$ cat src/sv/agps_pkg.sv
// ----------------------------------------------------------------------------
// Adaptive gain PD steering package
// Shared types and constants for the steering controller, its datapath and its
// register file.
// ----------------------------------------------------------------------------
package agps_pkg;

    localparam int unsigned ADDR_W = 5;
    localparam int unsigned DATA_W = 32;

    localparam logic [7:0]  MIN_VALID_ROWS   = 8'd20;
    localparam logic [5:0]  LOST_FRAME_LIMIT = 6'd25;
    localparam logic [7:0]  GAP_CAP          = 8'd20;
    localparam logic [11:0] SPREAD_THRESHOLD = 12'd120;
    localparam logic [15:0] STRAIGHT_KP      = 16'd1536;
    localparam logic [15:0] STRAIGHT_KD      = 16'd2304;
    localparam logic [11:0] DIV5_RECIP       = 12'd3277;
    localparam int unsigned DIV5_SHIFT       = 14;
    localparam logic signed [9:0] SETTLE_BOUND = 10'sd5;

    localparam logic [15:0] RST_MIN_GAIN     = 16'd1997;
    localparam logic [15:0] RST_MAX_GAIN     = 16'd2253;
    localparam logic [7:0]  RST_BOOST_SCALE  = 8'd102;
    localparam logic [15:0] RST_DERIV_GAIN   = 16'd2304;
    localparam logic [15:0] RST_SERVO_CENTER = 16'd1500;
    localparam logic [15:0] RST_SERVO_UPPER  = 16'd1700;
    localparam logic [15:0] RST_SERVO_LOWER  = 16'd1300;

    typedef enum logic [2:0] {
        REG_MIN_GAIN     = 3'd0,
        REG_MAX_GAIN     = 3'd1,
        REG_BOOST_SCALE  = 3'd2,
        REG_DERIV_GAIN   = 3'd3,
        REG_SERVO_CENTER = 3'd4,
        REG_SERVO_UPPER  = 3'd5,
        REG_SERVO_LOWER  = 3'd6,
        REG_STOP_ENABLE  = 3'd7
    } t_reg_idx;

    typedef struct packed {
        logic signed [9:0] frame_error;
        logic [7:0]        lookahead_row;
        logic [7:0]        left_end_row;
        logic [7:0]        right_end_row;
        logic [11:0]       spread;
        logic              turn_side;
        logic              block_present;
        logic              road_straight;
        logic [7:0]        left_valid_rows;
        logic [7:0]        right_valid_rows;
    } t_in_item;

    typedef struct packed {
        logic [15:0] servo_duty;
        logic        duty_updated;
        logic        stop_request;
        logic        straight_settled;
    } t_out_item;

    typedef struct packed {
        logic [15:0] min_gain;
        logic [15:0] max_gain;
        logic [7:0]  boost_scale;
        logic [15:0] deriv_gain;
        logic [15:0] servo_center;
        logic [15:0] servo_upper;
        logic [15:0] servo_lower;
        logic        stop_enable;
    } t_cfg;

    typedef struct packed {
        logic load;
        logic boost;
        logic div;
        logic kp_mul;
        logic kp_sel;
        logic mul_p;
        logic mul_d;
        logic acc;
        logic fin;
    } t_cmd;

    typedef struct packed {
        logic lost;
        logic out_free;
    } t_sts;

endpackage

$ cat src/sv/agps_cfg.sv
// ----------------------------------------------------------------------------
// Adaptive gain PD steering register file
// APB-style configuration registers with reset values and read-back.
// ----------------------------------------------------------------------------
module agps_cfg (
    input  logic                          i_clk,
    input  logic                          i_rst_n,
    input  logic                          psel,
    input  logic                          penable,
    input  logic                          pwrite,
    input  logic [agps_pkg::ADDR_W-1:0]   paddr,
    input  logic [agps_pkg::DATA_W-1:0]   pwdata,
    output logic [agps_pkg::DATA_W-1:0]   prdata,
    output logic                          pready,
    output agps_pkg::t_cfg                o_cfg
);

    agps_pkg::t_cfg     r_cfg;
    agps_pkg::t_reg_idx idx;
    logic               wr_en;

    assign idx    = agps_pkg::t_reg_idx'(paddr[4:2]);
    assign wr_en  = psel & penable & pwrite;
    assign pready = 1'b1;
    assign o_cfg  = r_cfg;

    always_ff @(posedge i_clk) begin
        if (!i_rst_n) begin
            r_cfg.min_gain     <= agps_pkg::RST_MIN_GAIN;
            r_cfg.max_gain     <= agps_pkg::RST_MAX_GAIN;
            r_cfg.boost_scale  <= agps_pkg::RST_BOOST_SCALE;
            r_cfg.deriv_gain   <= agps_pkg::RST_DERIV_GAIN;
            r_cfg.servo_center <= agps_pkg::RST_SERVO_CENTER;
            r_cfg.servo_upper  <= agps_pkg::RST_SERVO_UPPER;
            r_cfg.servo_lower  <= agps_pkg::RST_SERVO_LOWER;
            r_cfg.stop_enable  <= 1'b0;
        end else if (wr_en) begin
            case (idx)
                agps_pkg::REG_MIN_GAIN:     r_cfg.min_gain     <= pwdata[15:0];
                agps_pkg::REG_MAX_GAIN:     r_cfg.max_gain     <= pwdata[15:0];
                agps_pkg::REG_BOOST_SCALE:  r_cfg.boost_scale  <= pwdata[7:0];
                agps_pkg::REG_DERIV_GAIN:   r_cfg.deriv_gain   <= pwdata[15:0];
                agps_pkg::REG_SERVO_CENTER: r_cfg.servo_center <= pwdata[15:0];
                agps_pkg::REG_SERVO_UPPER:  r_cfg.servo_upper  <= pwdata[15:0];
                agps_pkg::REG_SERVO_LOWER:  r_cfg.servo_lower  <= pwdata[15:0];
                agps_pkg::REG_STOP_ENABLE:  r_cfg.stop_enable  <= pwdata[0];
                default: ;
            endcase
        end
    end

    always_comb begin
        prdata = '0;
        case (idx)
            agps_pkg::REG_MIN_GAIN:     prdata = {16'd0, r_cfg.min_gain};
            agps_pkg::REG_MAX_GAIN:     prdata = {16'd0, r_cfg.max_gain};
            agps_pkg::REG_BOOST_SCALE:  prdata = {24'd0, r_cfg.boost_scale};
            agps_pkg::REG_DERIV_GAIN:   prdata = {16'd0, r_cfg.deriv_gain};
            agps_pkg::REG_SERVO_CENTER: prdata = {16'd0, r_cfg.servo_center};
            agps_pkg::REG_SERVO_UPPER:  prdata = {16'd0, r_cfg.servo_upper};
            agps_pkg::REG_SERVO_LOWER:  prdata = {16'd0, r_cfg.servo_lower};
            agps_pkg::REG_STOP_ENABLE:  prdata = {31'd0, r_cfg.stop_enable};
            default:                    prdata = '0;
        endcase
    end

endmodule

$ cat src/sv/agps_ctrl.sv
// ----------------------------------------------------------------------------
// Adaptive gain PD steering controller
// Sequences the datapath through the gain, multiply and clamp steps of a word.
// ----------------------------------------------------------------------------
module agps_ctrl (
    input  logic           i_clk,
    input  logic           i_rst_n,
    input  logic           i_in_valid,
    input  agps_pkg::t_sts i_sts,
    output logic           o_in_ready,
    output agps_pkg::t_cmd o_cmd
);

    typedef enum logic [3:0] {
        ST_IDLE,
        ST_BOOST,
        ST_DIV,
        ST_KP_MUL,
        ST_KP_SEL,
        ST_MUL_P,
        ST_MUL_D,
        ST_ACC,
        ST_FIN
    } t_state;

    t_state r_state;
    t_state n_state;

    always_comb begin
        n_state = r_state;
        case (r_state)
            ST_IDLE:   if (i_in_valid) n_state = ST_BOOST;
            ST_BOOST:  n_state = i_sts.lost ? ST_FIN : ST_DIV;
            ST_DIV:    n_state = ST_KP_MUL;
            ST_KP_MUL: n_state = ST_KP_SEL;
            ST_KP_SEL: n_state = ST_MUL_P;
            ST_MUL_P:  n_state = ST_MUL_D;
            ST_MUL_D:  n_state = ST_ACC;
            ST_ACC:    n_state = ST_FIN;
            ST_FIN:    if (i_sts.out_free) n_state = ST_IDLE;
            default:   n_state = ST_IDLE;
        endcase
    end

    always_ff @(posedge i_clk) begin
        if (!i_rst_n) begin
            r_state <= ST_IDLE;
        end else begin
            r_state <= n_state;
        end
    end

    assign o_in_ready    = (r_state == ST_IDLE);
    assign o_cmd.load    = (r_state == ST_IDLE) & i_in_valid;
    assign o_cmd.boost   = (r_state == ST_BOOST);
    assign o_cmd.div     = (r_state == ST_DIV);
    assign o_cmd.kp_mul  = (r_state == ST_KP_MUL);
    assign o_cmd.kp_sel  = (r_state == ST_KP_SEL);
    assign o_cmd.mul_p   = (r_state == ST_MUL_P);
    assign o_cmd.mul_d   = (r_state == ST_MUL_D);
    assign o_cmd.acc     = (r_state == ST_ACC);
    assign o_cmd.fin     = (r_state == ST_FIN) & i_sts.out_free;

endmodule

$ cat src/sv/agps_dp.sv
// ----------------------------------------------------------------------------
// Adaptive gain PD steering datapath
// Gain boost, PD sum, duty clamp, frame state and the output register.
// ----------------------------------------------------------------------------
module agps_dp (
    input  logic                i_clk,
    input  logic                i_rst_n,
    input  agps_pkg::t_cmd      i_cmd,
    input  agps_pkg::t_in_item  i_in_data,
    input  agps_pkg::t_cfg      i_cfg,
    input  logic                i_out_ready,
    output agps_pkg::t_sts      o_sts,
    output logic                o_out_valid,
    output agps_pkg::t_out_item o_out_data
);

    agps_pkg::t_in_item  r_item;
    agps_pkg::t_out_item r_out;
    logic                r_out_valid;
    logic [12:0]         r_prod;
    logic [7:0]          r_boost;
    logic [23:0]         r_kp_prod;
    logic [15:0]         r_kp;
    logic [15:0]         r_kd;
    logic signed [26:0]  r_pterm;
    logic signed [27:0]  r_dterm;
    logic signed [29:0]  r_acc;
    logic signed [9:0]   r_prev;
    logic [4:0]          r_lost_cnt;
    logic                r_stop;
    logic                r_settled;
    logic [15:0]         r_held;

    logic [7:0]          end_row;
    logic [7:0]          gap;
    logic [4:0]          gap_cap;
    logic [22:0]         div_prod;
    logic [16:0]         kp_sum;
    logic [16:0]         kp_blk;
    logic [15:0]         kp_lim;
    logic signed [9:0]   err;
    logic signed [10:0]  diff;
    logic signed [26:0]  n_pterm;
    logic signed [27:0]  n_dterm;
    logic signed [29:0]  n_acc;
    logic signed [21:0]  quo;
    logic signed [21:0]  duty_t;
    logic signed [21:0]  upper_s;
    logic signed [21:0]  lower_s;
    logic [15:0]         duty_clamped;
    logic                lost;
    logic                settle_now;
    logic [5:0]          cnt_inc;
    logic [15:0]         n_held;
    logic [4:0]          n_lost_cnt;
    logic                n_stop;
    logic                n_settled;

    assign err  = r_item.frame_error;
    assign lost = (r_item.left_valid_rows <= agps_pkg::MIN_VALID_ROWS)
                && (r_item.right_valid_rows <= agps_pkg::MIN_VALID_ROWS);

    always_comb begin
        end_row = r_item.turn_side ? r_item.right_end_row : r_item.left_end_row;
        if (end_row < r_item.lookahead_row) begin
            gap = r_item.lookahead_row - end_row;
        end else if (r_item.spread > agps_pkg::SPREAD_THRESHOLD) begin
            gap = end_row - r_item.lookahead_row;
        end else begin
            gap = 8'd0;
        end
        gap_cap = (gap > agps_pkg::GAP_CAP) ? agps_pkg::GAP_CAP[4:0] : gap[4:0];
    end

    assign div_prod = 23'(r_prod[12:2]) * 23'(agps_pkg::DIV5_RECIP);

    always_comb begin
        kp_sum = {1'b0, i_cfg.min_gain} + {1'b0, r_kp_prod[23:8]};
        kp_blk = r_item.block_present ? {1'b0, i_cfg.max_gain} : kp_sum;
        kp_lim = (kp_blk > {1'b0, i_cfg.max_gain}) ? i_cfg.max_gain : kp_blk[15:0];
    end

    assign diff    = {err[9], err} - {r_prev[9], r_prev};
    assign n_pterm = $signed({1'b0, r_kp}) * err;
    assign n_dterm = $signed({1'b0, r_kd}) * diff;
    assign n_acc   = $signed({6'd0, i_cfg.servo_center, 8'd0})
                   - 30'(r_pterm) - 30'(r_dterm);

    always_comb begin
        quo     = r_acc[29:8];
        duty_t  = (r_acc[29] && (r_acc[7:0] != 8'd0)) ? quo + 22'sd1 : quo;
        upper_s = $signed({6'd0, i_cfg.servo_upper});
        lower_s = $signed({6'd0, i_cfg.servo_lower});
        if (duty_t > upper_s) begin
            duty_clamped = i_cfg.servo_upper;
        end else if (duty_t < lower_s) begin
            duty_clamped = i_cfg.servo_lower;
        end else begin
            duty_clamped = duty_t[15:0];
        end
    end

    assign settle_now = (err > -agps_pkg::SETTLE_BOUND) && (err < agps_pkg::SETTLE_BOUND);
    assign cnt_inc    = {1'b0, r_lost_cnt} + 6'd1;

    always_comb begin
        n_held     = r_held;
        n_lost_cnt = 5'd0;
        n_stop     = r_stop;
        n_settled  = r_settled;
        if (lost) begin
            if (cnt_inc > agps_pkg::LOST_FRAME_LIMIT) begin
                n_stop = r_stop | i_cfg.stop_enable;
            end else begin
                n_lost_cnt = cnt_inc[4:0];
            end
        end else begin
            n_held = duty_clamped;
            if (r_item.road_straight && settle_now) begin
                n_settled = 1'b1;
            end else if (!r_item.road_straight) begin
                n_settled = 1'b0;
            end
        end
    end

    always_ff @(posedge i_clk) begin
        if (i_cmd.load) begin
            r_item <= i_in_data;
        end
        if (i_cmd.boost) begin
            r_prod <= 13'(gap_cap) * 13'(i_cfg.boost_scale);
        end
        if (i_cmd.div) begin
            r_boost <= div_prod[agps_pkg::DIV5_SHIFT+7:agps_pkg::DIV5_SHIFT];
        end
        if (i_cmd.kp_mul) begin
            r_kp_prod <= 24'(i_cfg.min_gain) * 24'(r_boost);
        end
        if (i_cmd.kp_sel) begin
            r_kp <= r_item.road_straight ? agps_pkg::STRAIGHT_KP : kp_lim;
            r_kd <= r_item.road_straight ? agps_pkg::STRAIGHT_KD : i_cfg.deriv_gain;
        end
        if (i_cmd.mul_p) begin
            r_pterm <= n_pterm;
        end
        if (i_cmd.mul_d) begin
            r_dterm <= n_dterm;
        end
        if (i_cmd.acc) begin
            r_acc <= n_acc;
        end
        if (i_cmd.fin) begin
            r_out.servo_duty       <= n_held;
            r_out.duty_updated     <= !lost;
            r_out.stop_request     <= n_stop;
            r_out.straight_settled <= n_settled;
        end
    end

    always_ff @(posedge i_clk) begin
        if (!i_rst_n) begin
            r_prev      <= '0;
            r_lost_cnt  <= '0;
            r_stop      <= 1'b0;
            r_settled   <= 1'b0;
            r_held      <= agps_pkg::RST_SERVO_CENTER;
            r_out_valid <= 1'b0;
        end else begin
            if (i_cmd.fin) begin
                r_held      <= n_held;
                r_lost_cnt  <= n_lost_cnt;
                r_stop      <= n_stop;
                r_settled   <= n_settled;
                r_out_valid <= 1'b1;
                if (!lost) begin
                    r_prev <= err;
                end
            end else if (i_out_ready) begin
                r_out_valid <= 1'b0;
            end
        end
    end

    assign o_sts.lost     = lost;
    assign o_sts.out_free = !r_out_valid || i_out_ready;
    assign o_out_valid    = r_out_valid;
    assign o_out_data     = r_out;

endmodule

$ cat src/sv/adaptive_gain_pd_steering.sv
// One word in, one word out: each accepted frame word produces one result word
// through an accept state, seven sequenced steps (the gap boost, the
// reciprocal division by twenty, the gain multiply and select, the two PD
// multiplies and the sum) and a final step that truncates, clamps and registers
// the duty once the output register is free; a frame with lost lines goes from
// the gap boost straight to the final step. The block works on one frame at a
// time, and the finished word waits in an output register so that the next
// frame is taken while it is unread. Configuration writes are taken in any
// state and must only be made while the block is idle.
// ----------------------------------------------------------------------------
// Adaptive gain PD steering top level
// PD servo steering with a proportional gain boosted by the lookahead gap.
// ----------------------------------------------------------------------------
module adaptive_gain_pd_steering (
    input  logic                        i_clk,
    input  logic                        i_rst_n,
    input  logic                        i_in_valid,
    output logic                        o_in_ready,
    input  agps_pkg::t_in_item          i_in_data,
    output logic                        o_out_valid,
    input  logic                        i_out_ready,
    output agps_pkg::t_out_item         o_out_data,
    input  logic                        psel,
    input  logic                        penable,
    input  logic                        pwrite,
    input  logic [agps_pkg::ADDR_W-1:0] paddr,
    input  logic [agps_pkg::DATA_W-1:0] pwdata,
    output logic [agps_pkg::DATA_W-1:0] prdata,
    output logic                        pready
);

    agps_pkg::t_cfg cfg;
    agps_pkg::t_cmd cmd;
    agps_pkg::t_sts sts;

    agps_cfg u_cfg (
        .i_clk   (i_clk),
        .i_rst_n (i_rst_n),
        .psel    (psel),
        .penable (penable),
        .pwrite  (pwrite),
        .paddr   (paddr),
        .pwdata  (pwdata),
        .prdata  (prdata),
        .pready  (pready),
        .o_cfg   (cfg)
    );

    agps_ctrl u_ctrl (
        .i_clk      (i_clk),
        .i_rst_n    (i_rst_n),
        .i_in_valid (i_in_valid),
        .i_sts      (sts),
        .o_in_ready (o_in_ready),
        .o_cmd      (cmd)
    );

    agps_dp u_dp (
        .i_clk       (i_clk),
        .i_rst_n     (i_rst_n),
        .i_cmd       (cmd),
        .i_in_data   (i_in_data),
        .i_cfg       (cfg),
        .i_out_ready (i_out_ready),
        .o_sts       (sts),
        .o_out_valid (o_out_valid),
        .o_out_data  (o_out_data)
    );

    a_busy_after_accept: assert property (
        @(posedge i_clk) disable iff (!i_rst_n)
        (i_in_valid && o_in_ready) |=> !o_in_ready
    ) else $error("Block accepted a word while another was in progress.");

    a_stop_sticky: assert property (
        @(posedge i_clk) disable iff (!i_rst_n)
        (o_out_valid && i_out_ready && o_out_data.stop_request)
            |=> (!o_out_valid || o_out_data.stop_request)
    ) else $error("Latched stop request was dropped.");

    a_duty_in_limits: assert property (
        @(posedge i_clk) disable iff (!i_rst_n)
        (o_out_valid && o_out_data.duty_updated
            && (cfg.servo_lower <= cfg.servo_upper))
            |-> ((o_out_data.servo_duty >= cfg.servo_lower)
                && (o_out_data.servo_duty <= cfg.servo_upper))
    ) else $error("Updated servo duty lies outside the configured limits.");

endmodule
$ cat config.mk
export PLATFORM = sky130hd
export DESIGN_NAME = adaptive_gain_pd_steering
export DESIGN_NICKNAME = d
export VERILOG_FILES = /design/src/sv/agps_pkg.sv /design/src/sv/agps_cfg.sv /design/src/sv/agps_ctrl.sv /design/src/sv/agps_dp.sv /design/src/sv/adaptive_gain_pd_steering.sv
export SDC_FILE = /design/constraint.sdc
export NUM_CORES = 2
export LEC_CHECK = 0
export BUFFER_PORTS_ARGS = -buffer_cell sky130_fd_sc_hd__buf_2
export CAP_MARGIN = 20
export CORE_ASPECT_RATIO = 1.4
export CORE_MARGIN = 1
export CORE_UTILIZATION = 40
export DETAILED_ROUTE_END_ITERATION = 7
export REMOVE_ABC_BUFFERS = 1
export SETUP_SLACK_MARGIN = 0.1
export SLEW_MARGIN = 20
export SYNTH_ARGS = -nofsm -noshare
export SYNTH_HDL_FRONTEND = slang
export SYNTH_SLANG_ARGS = --single-unit
$ cat constraint.sdc
create_clock -name i_clk -period 9.9 [get_ports i_clk]
set_clock_uncertainty 0.15 [all_clocks]
set_input_delay 1.485 -clock i_clk [delete_from_list [all_inputs] [get_ports i_clk]]
set_output_delay 1.485 -clock i_clk [all_outputs]
set_load 0.05 [all_outputs]
Yosys cells after proc, flatten, opt, wreduce, memory -nomap -nowiden --
Index checks and enable logic that the tools add are counted.
Cells by class: add/subtract/negate cells 8, multiply operators 5, magnitude comparators 11, equal/unequal tests 17, multiplexer cells 24, bitwise gates (word level) 6, reductions and logical operators 21
Operators with widths (count):
- case mux 32 bit (8 select lines) | 1
- 2-to-1 mux 16 bit | 4
- case mux 4 bit (9 select lines) | 1
- subtractor 28 x 28 -> 29 bit | 1
- multiplier 17 x 11 -> 28 bit | 1
- subtractor 25 x 27 -> 28 bit | 1
- multiplier 17 x 10 -> 27 bit | 1
- multiplier 16 x 8 -> 24 bit | 1
- 2-to-1 mux 8 bit | 3
- adder 22 x 2 -> 22 bit, second input constant | 1
- > comparator 22 x 17 -> 1 bit | 1
- less-than comparator 22 x 17 -> 1 bit | 1
- multiplier 11 x 12 -> 22 bit, second input constant | 1
- 2-to-1 mux 22 bit | 1
- AND reduction 2 bit | 10
- adder 16 x 16 -> 17 bit | 1
- > comparator 17 x 16 -> 1 bit | 1
- 2-to-1 mux 17 bit | 1
- equality test 4 x 3 -> 1 bit, second input constant | 4
- less-or-equal comparator 8 x 5 -> 1 bit, second input constant | 2
- subtractor 8 bit | 2
- 2-to-1 mux 5 bit | 3
- multiplier 5 x 8 -> 13 bit | 1
- equality test 3 bit, second input constant | 4
- 27 further kinds | 44
Storage, ports and cells: register bits after elaboration 389, output and inout bits 54

Longest topological paths before layout --
depth after elaboration 7, gate-level depth with buffers 35, gate-level depth less buffers 33

By module --
A second synthesis with hierarchy kept.
Second synthesis, totals: cell total of the unflattened synthesis 3940, area, all modules 38187.9 um2
By module, submodules not included:
- agps_dp | times used 1, cells each 3352, area each 32741.4 um2
- agps_cfg | times used 1, cells each 552, area each 5161.2 um2
- agps_ctrl | times used 1, cells each 36, area each 285.3 um2

Worst setup path before layout --
No wires, ideal clock.
kind reg-to-reg, start reg u_dp.r_item, in the netlist u_dp.err[0], end reg u_dp.r_dterm[27] (data pin), library setup time 0.266 ns, arrival 7.204 ns, setup slack 2.279 ns, cell stages (with the launch flop) 35, clock period less this slack 7.621 ns, cell sequence edfxtp_1 > clkbuf_1 > inv_1 > ha_1 > inv_1 > fa_1 > nand2_1 > nand2_1 > a21oi_1 > o21ai_0 > a21oi_1 > o21ai_0 > a21oi_1 > xnor2_1 > clkbuf_1 > nand2_1 > fa_1 > fa_1 > inv_1 > fa_1 > fa_1 > inv_1 > fa_1 > inv_1 > ha_1 > nand4_1 > and4b_1 > nand2_1 > a221oi_1 > o21a_1 > a21oi_1 > a221oi_1 > a211oi_1 > mux2i_1 > nand4_1
Between the ends: cells in the longest elaborated chain, start to end 2
Ends and longest elaborated chain:
- start: declaration | RTL line agps_dp.sv:17 | agps_pkg::t_in_item r_item;
- start signal: assignment | RTL line agps_dp.sv:129 | r_item <= i_in_data;
- subtractor 10 x 10 -> 11 bit | RTL line agps_dp.sv:83 | assign diff = {err[9], err} - {r_prev[9], r_prev};
- multiplier 17 x 11 -> 28 bit | RTL line agps_dp.sv:85 | assign n_dterm = $signed({1'b0, r_kd}) * diff;
- via u_dp.n_dterm[27] | RTL line agps_dp.sv:44 | logic signed [27:0] n_dterm;
- end signal: assignment | RTL line agps_dp.sv:148 | r_dterm <= n_dterm;
- end: declaration | RTL line agps_dp.sv:26 | logic signed [27:0] r_dterm;
The timed path passes the listed nets, and every way through them passes these cells. A chain may end at the register's enable or synchronous reset.

Worst setup path after layout --
start reg u_dp.r_item, in the netlist u_dp.err[1], end reg u_dp.r_dterm[27] (data pin)
Same word-level chain as after synthesis.

==> reports/summary.txt <==
Top cell type's share of synthesized area -> 0.2081
Via count -> 27490
Final max-slew violation count -> 0
Area growth from synthesis to layout -> 8.566%
Hold Buf Count CTS -> 0
Max FO, Critical Path -> 16
Sequential cell area fraction in the yosys report -> 0.2644
Std cell rows -> 132
Worst Setup SP -> u_dp.err[1]
Antenna violations before repair -> 10
Tightest Pin Transition -> 1068 ps
Setup_tns -> 0 ps
Crit-path slowest cell -> nand3_1
DR WL/cell -> 18.69 um
Port-buffer cells -> 127
Most area-consuming cells after synthesis -> fa_1 21%, edfxtp_1 19%, ha_1 14%
Root Buffer -> clkbuf_16
Power per cell area -> 319.9 mW/mm2
R2R depth -> 30
CTS Buf Count -> 41
Post-Synthesis Cell Area -> 0.03751 mm2
Final hold vios -> 0
Setup repair bufs after CTS -> 0
Maximum VDD drop -> 0.0005337 V
Run status -> finished, violations left
Worst Path Arrival -> 8700 ps
Gate count of the mapped netlist -> 3979
CTS Sinks -> 378
Die Height -> 364.3 um
CP dominant cell by count -> fa_1
HP Class -> register to register
Clock buffer depth -> 3
Normalized max-slew margin -> 0.2844
Crit path kind -> register to register
Max-cap violations -> 0
Syn Area/Cell -> 9.427 um2
Most frequent cell after synthesis -> inv_1
Placed Cells -> 5188
Total grt overflow -> 0
Routed wl met3 -> 3.721 mm
Via density -> 5.218
Largest incremental delay on the critical path -> 540 ps
Seq cells post-synth -> 378
Nature of the critical path endpoint -> register
Ys Warns -> 0
Clock latency at the later pin of the worst-skew pair -> 610 ps
Largest net degree at the start of global routing -> 82
Final ANT Viol Nets -> 0
IO Pins -> 163
Post-synth top cells -> 605 x inv_1, 536 x nand2_1, 413 x ha_1, 390 x fa_1, 241 x a21oi_1
R2r startpoint -> u_dp.err[1]
Worst R2R Setup Slack -> 1370 ps
Top cell type by total area after synthesis -> fa_1
Top FF cell, synth -> edfxtp_1
Core area -> 0.09265 mm2
Reg2reg end -> u_dp.r_dterm[27]
DIE WIDTH -> 260.8 um
Highest metal used -> met5
Violated checks -> design-rule violations
Max Clock Freq -> 117.2 MHz
WL final -> 98.48 mm
Synth cell types -> 88
RePlAce Congestion -> 0.9316
Crit path launch type -> register
Final setup vio count -> 0
Routed wl met2 -> 52.88 mm
Number of global-route vias before repair -> 28330
Post-synth EDFFs -> 235
PostCTS Resize Cnt -> 0
Worst EP required -> 10070 ps
Worst setup path end -> u_dp.r_dterm[27]
Global-route wire length before repair -> 157.1 mm
Post-route clock period utilization -> 0.8617
Total power -> 13030 uW
RSZ-0062 raised after global routing -> false
Post-route DRC violation count -> 2
Fin nets -> 4938
Non-filler instance count after layout -> 5269
1st-pass router iterations -> 8
Global Route Usage Sum -> 0.2142
Initial core utilization -> 0.4049
Share of flip-flops with an asynchronous set or reset -> 0
CTS clk-pin slew, worst paths -> 60 ps
Detailed Place HPWL -> 78.27 mm
Layout cells sized above 1 -> 0.07662
Metal1 wirelength -> 37.17 mm
Detailed Route Iter0 Violations -> 1542
Post-route minimum period -> 8531 ps
CTS tree -> built
Critical hold path startpoint -> u_dp.r_prev[9]
Fillers -> 8894
Die area -> 0.09502 mm2
CTS H-Tree Depth -> 2
Lkg Pwr -> 0.01872 uW
==> worst min path at each step <==
| stage | end | slack [ps] | depth (start not counted) |
|---|---|---|---|
| after floorplan | u_dp.r_settled | 290 | 2 |
| after global placement | u_dp.r_prev[3] | 290 | 2 |
| after detailed placement | u_dp.r_prev[4] | 300 | 2 |
| after CTS | u_dp.r_prev[4] | 310 | 2 |
| after global routing | u_cfg.o_cfg[53] | 320 | 2 |
| final | u_dp.r_prev[9] | 300 | 2 |
==> where the power goes <==
part           switching (uW)  leakage, uW  internal [uW]
Clock                     711     0.000682            927
Combinational            4920       0.0147           4030
Sequential                160      0.00333           2290
==> cell families after synthesis <==
logic type                 Yosys count  share of synthesized area
adders and majority gates          803                     0.3459
xor gates and xnor gates           137                    0.03219
other                                2                  0.0002002
AOI/OAI and AO/OA                  570                    0.09510
and+or+nand+nor                   1233                     0.1575
DFF                                378                     0.2644
buffers and inverters              777                    0.07989
muxes                               79                    0.02478
==> flip-flops by register name (all words and copies together), names as in the netlist <==
name	flops
u_cfg.o_cfg	105
u_ctrl.r_state	4
u_dp.err	10
u_dp.o_out_data	19
u_dp.o_out_valid	1
u_dp.r_acc	29
u_dp.r_boost	8
u_dp.r_dterm	28
u_dp.r_held	16
u_dp.r_item	55
u_dp.r_kd	16
u_dp.r_kp	16
u_dp.r_kp_prod	16
u_dp.r_lost_cnt	5
u_dp.r_prev	10
u_dp.r_prod	11
u_dp.r_pterm	27
u_dp.r_settled	1
u_dp.r_stop	1
==> layer usage <==
layer,global-route usage,vias to the layer above
li1,-,13100
met1,0.2409,13600
met2,0.4034,577
met3,0.01984,206
met4,0.09701,6
met5,0,-
==> metrics by stage <==
stage               cell area, um2  setup slack, ps    util  hold slack (ps)
floorplan                    36850             2297       -            286.1
global placement             39290             1425  0.4241            292.9
detailed placement           39290             1363  0.4241            296.3
CTS                          40710             1280  0.4394            305.3
global route                 40710            678.8  0.4394            324.3
finish                       40720             1369  0.4395            304.6
==> placed cells by master, fill, tap and decap left out, drive strengths merged, types with 25 or more instances in the layout <==
cell,Yosys,final
a21o,38,38
a21oi,242,242
and2,207,207
and3,26,26
buf,37,160
clkbuf,134,50
dfxtp,143,143
edfxtp,235,235
fa,390,390
ha,413,413
inv,605,613
mux2i,51,51
nand2,536,536
nand2b,44,44
nand3,64,64
nor2,173,173
nor2b,57,57
nor3,49,49
o211ai,25,25
o21a,27,27
o21ai,86,86
xnor2,91,91
xor2,46,46
==> critical path: cells and delay by family (launching register included) <==
| family | cells | cell delay (ps) |
|---|---|---|
| AO/OA/AOI/OAI | 11 | 2250 |
| multiplexers | 1 | 240 |
| flip-flops | 1 | 500 |
| buffers and inverters | 3 | 140 |
| adder cells (fa/ha/maj) | 7 | 3160 |
| AND/OR/NAND/NOR | 8 | 1780 |
==> area by class of cell <==
type                       instances  area, um2  share of cell area
clock inverter                    26      306.5            0.007527
timing repair buffer             160      880.8             0.02163
multi-input combinational       2839      24710              0.6068
antenna                            4      10.01           0.0002458
inverter                         606       2276             0.05589
clock buffer                      50       1112             0.02731
sequential                       378       9920              0.2436
tap                             1206       1509             0.03705
Note: power is estimated with default switching activity, not from simulation.
